[src/hw/rtl/tcce_pkg.sv]
// Shared constants and controller/datapath interface types for the text console.
package tcce_pkg;

    localparam int CON_COLS = 80;
    localparam int CON_ROWS = 25;
    localparam int IDX_W    = 11;
    localparam int BYTE_W   = 8;

    localparam logic [BYTE_W-1:0] CH_NEWLINE = 8'd10;
    localparam logic [BYTE_W-1:0] CH_RETURN  = 8'd13;
    localparam logic [BYTE_W-1:0] CH_SPACE   = 8'd32;
    localparam logic [BYTE_W-1:0] ATTR_RESET = 8'd7;

    typedef struct packed {
        logic clear_en;
        logic put_en;
        logic read_en;
        logic read_done;
        logic scroll_rd;
        logic scroll_done;
    } cmd_t;

    typedef struct packed {
        logic scroll_need;
        logic sweep_last;
        logic pend_full;
    } status_t;

endpackage

[src/hw/rtl/tcce_ctrl.sv]
// Sequencer for reset clearing, put, read and scroll sweeps.
module tcce_ctrl
    import tcce_pkg::*;
(
    input  logic    clk,
    input  logic    rst_n,
    input  logic    in_valid,
    output logic    in_ready,
    input  logic    func,
    input  status_t status,
    output cmd_t    cmd
);

    typedef enum logic [4:0] {
        S_CLEAR  = 5'b00001,
        S_IDLE   = 5'b00010,
        S_READ   = 5'b00100,
        S_SCROLL = 5'b01000,
        S_SCEND  = 5'b10000
    } state_t;

    state_t state_reg;
    state_t state_next;
    logic   in_fire;

    assign in_ready = (state_reg == S_IDLE) && !status.pend_full;
    assign in_fire  = in_valid && in_ready;

    always_comb
    begin
        state_next = state_reg;
        cmd        = '0;
        unique case (state_reg)
            S_CLEAR:
            begin
                cmd.clear_en = 1'b1;
                if (status.sweep_last)
                begin
                    state_next = S_IDLE;
                end
            end
            S_IDLE:
            begin
                if (in_fire)
                begin
                    if (func)
                    begin
                        cmd.read_en = 1'b1;
                        state_next  = S_READ;
                    end
                    else
                    begin
                        cmd.put_en = 1'b1;
                        if (status.scroll_need)
                        begin
                            state_next = S_SCROLL;
                        end
                    end
                end
            end
            S_READ:
            begin
                cmd.read_done = 1'b1;
                state_next    = S_IDLE;
            end
            S_SCROLL:
            begin
                cmd.scroll_rd = 1'b1;
                if (status.sweep_last)
                begin
                    state_next = S_SCEND;
                end
            end
            S_SCEND:
            begin
                cmd.scroll_done = 1'b1;
                state_next      = S_IDLE;
            end
            default:
            begin
                state_next = S_IDLE;
            end
        endcase
    end

    always_ff @(posedge clk or negedge rst_n)
    begin
        if (!rst_n)
        begin
            state_reg <= S_CLEAR;
        end
        else
        begin
            state_reg <= state_next;
        end
    end

endmodule

[config.mk]
export PLATFORM = sky130hd
export DESIGN_NAME = tcce_ctrl
export DESIGN_NICKNAME = d
export VERILOG_FILES = /design/src/hw/rtl/tcce_pkg.sv /design/src/hw/rtl/tcce_ctrl.sv
export SDC_FILE = /design/constraint.sdc
export NUM_CORES = 1
export LEC_CHECK = 0
export ABC_AREA = 1
export BUFFER_PORTS_ARGS = -buffer_cell sky130_fd_sc_hd__clkbuf_2
export CAP_MARGIN = 40
export CORE_AREA = 8 8 45 47
export CTS_BUF_LIST = sky130_fd_sc_hd__clkbuf_2 sky130_fd_sc_hd__clkbuf_4 sky130_fd_sc_hd__clkbuf_8
export DETAILED_ROUTE_END_ITERATION = 7
export DIE_AREA = 0 0 53 55
export PLACE_DENSITY_LB_ADDON = 0.1
export REMOVE_ABC_BUFFERS = 1
export SYNTH_ARGS = -nofsm -noshare
export SYNTH_HDL_FRONTEND = slang
export SYNTH_SLANG_ARGS = --single-unit
[constraint.sdc]
create_clock -name clk -period 2.1 [get_ports clk]
set_input_delay 0.105 -clock clk [delete_from_list [all_inputs] [get_ports clk]]
set_output_delay 0.105 -clock clk [all_outputs]
set_load 0.05 [all_outputs]
==> results.json <==
{
  "status": "complete, no violations",
  "cts.htree.levels": 1,
  "clockBufferDepth": 2,
  "nets": 74,
  "antenna_found_initial": 0,
  "cts_tree": "yes",
  "crit_required_ns": 2.00,
  "rsz0062_at_grt": "false",
  "synthMuxAreaShare_pct": 0,
  "antenna_cells": 0,
  "p_leak_nw": 0.286,
  "power_mw": 0.502,
  "ir_drop_v": 0.000329,
  "synthXorXnorAreaFrac_pct": 0,
  "clk_latency_ns": 0.24,
  "final_layout_size_suffix_gt1_share_pct": 40.9,
  "post-route-period-util_pct": 77.0,
  "final-seq-area_um2": 126,
  "min_period_ns": 1.62,
  "clock-skew-final_ns": 0.00258,
  "finalHoldViolations": 0,
  "postRouteAntennaNets": 0,
  "synth-simple-area-share_pct": 51.3,
  "clock-root-buffer": "clkbuf_4",
  "gp_congestion": 0.743,
  "clkTransAtPathRegs_ns": 0.04,
  "initial_core_util_pct": 25.0,
  "drc_errors": 0,
  "vias": 346,
  "wirelength_um": 796,
  "routed_via_density": 4.22,
  "max_cap_viol_count": 0,
  "syn_inst": 48,
  "grt_pass1_vias": 367,
  "dp_slack_ns": 0.721,
  "drtPass1Iterations": 2,
  "min-delay-path-class": "in -> reg",
  "ioPinCount": 14,
  "tightest_slew_ns": 0.280,
  "synth_warnings": 0,
  "fp.dieH_um": 55,
  "synth_compound_area_share_pct": 2.53,
  "cp-end-kind": "output pin",
  "critical_path.max_fanout": 4,
  "criticalPathCategory": "reg -> out",
  "cts_buffers": 3,
  "multi_input_area_um2": 186,
  "syn2layout_area_growth_pct": 36.1,
  "synth_seq_cells": 5,
  "grt.total_usage_pct": 6.14,
  "drt_iter0_drc": 1,
  "cts.sinks": 5,
  "synth_top_family_by_area": "simple AND/OR/NAND/NOR gates",
  "netlist.area_leader.share_pct": 28.9,
  "rows": 14,
  "die_w_um": 53,
  "setup-violations-final": 0,
  "overflow": 0,
  "synthTopCellsByArea": "dfrtp_1 (29%), nor2_1 (12%), inv_1 (9.7%)",
  "stdcell_count": 82,
  "crit_arrival_ns": 1.51,
  "synthesis.area_um2": 347,
  "fmaxAchievable_mhz": 618,
  "finalSetupTns_ns": 0,
  "dp.cells": 77,
  "critPathLaunchType": "flip-flop",
  "dieArea_um2": 2920,
  "synthAdderAreaFrac_pct": 0,
  "hpwl_um": 700,
  "syn_avg_cell_area_um2": 7.22,
  "yosysTopAreaCell": "dfrtp_1",
  "power.density_nw_per_um2": 1070,
  "ys_types": 13,
  "cts_setup_buffers": 0,
  "fillCellCount": 164,
  "core_um2": 1380,
  "largest_reg_flops": 5,
  "hold-worst-slack_ns": 0.0309,
  "setup_slack_ns": 0.483,
  "drv_slew": 0,
  "grt_pass1_wl_um": 1330,
  "max-slew-margin-rel_pct": 81.4,
  "portBuffers": 13,
  "yosysSeqAreaShare_pct": 36.5,
  "wl_per_cell_um": 9.71,
  "grt_max_degree": 6
}
-- cells in the mapped netlist --
library cell and count:
dfrtp_1 4, dfstp_2 1, inv_1 9, nand2_1 9, nand2_2 2, nand3_1 2
nand3_2 2, nand4_1 3, nand4_2 1, nor2_1 11, nor2_2 1, nor2_4 2
o21ai_2 1
-- final timing paths --
check                                              start                       end  slack, ns  cells after the start
worst min register to register  state_reg[1]$_DFFE_PN0P_  state_reg[1]$_DFFE_PN0P_       0.60                      2
worst max-delay path            state_reg[2]$_DFFE_PN0P_                    cmd[3]       0.48                      6
worst min-delay path                           status[1]  state_reg[0]$_DFFE_PN1P_       0.03                      2
worst max register to register  state_reg[0]$_DFFE_PN1P_  state_reg[1]$_DFFE_PN0P_       0.90                      7
max in group asynchronous                          rst_n  state_reg[0]$_DFFE_PN1P_       1.67                      2
min in group asynchronous                          rst_n  state_reg[4]$_DFFE_PN0P_       0.21                      2
-- what timing repair did --
| item | 4_1_cts | 5_1_grt |
|---|---|---|
| endpoints found under the setup margin | 0 | 0 |
| endpoints found under the hold margin | 5 | 0 |
| gates resized for setup | 0 | 0 |
| hold buffers | 1 | 0 |
-- worst max-delay path, stage by stage (launching register included) --
cell and delay [ns]:
dfrtp_1 0.41, nor2_4 0.15, nand4_2 0.13, nor2_2 0.12
nand2_1 0.09, nor2_1 0.09, clkbuf_2 0.28
-- cell families after synthesis --
family	count (synthesis)
buffers and inverters	9
AND/OR/NAND/NOR	33
flip-flops	5
AO/OA/AOI/OAI	1
-- through the flow --
step	util (%)	cell area (um2)
after floorplan	-	347
after global placement	31.2	432
after detailed placement	31.2	432
after CTS	34.1	472
after global routing	34.1	472
final	34.1	472
-- where the power goes --
part	internal [mW]	switching [mW]
Combinational	0.0759	0.168
Clock	0.0845	0.0356
Sequential	0.115	0.0239
-- layout make-up --
class / instances / share of cell area (%)
flip-flops and latches: 5 / 26.8
multi-input cells: 34 / 39.5
clock buffers: 4 / 6.37
well taps: 16 / 4.24
inverters: 9 / 7.16
repair buffers: 14 / 15.9
-- layout by cell type (no fill, tap or decap), drive strengths merged --
master / netlist / routed
o21ai: 1 / 1
dfstp: 1 / 1
nand4: 4 / 4
clkbuf: 0 / 17
nor2: 14 / 14
inv: 9 / 9
dfrtp: 4 / 4
nand2: 11 / 11
nand3: 4 / 4
dlygate4sd3: 0 / 1
-- metal layers --
| layer | track usage, % | vias to the layer above | wire [um] |
|---|---|---|---|
| li1 | - | 183 | - |
| met1 | 6.28 | 155 | 377 |
| met2 | 10.7 | 8 | 397 |
| met3 | 2.67 | 0 | 21 |
| met4 | 2.59 | 0 | 0 |
| met5 | 0 | - | 0 |
Power figures use the tool's default switching activity.
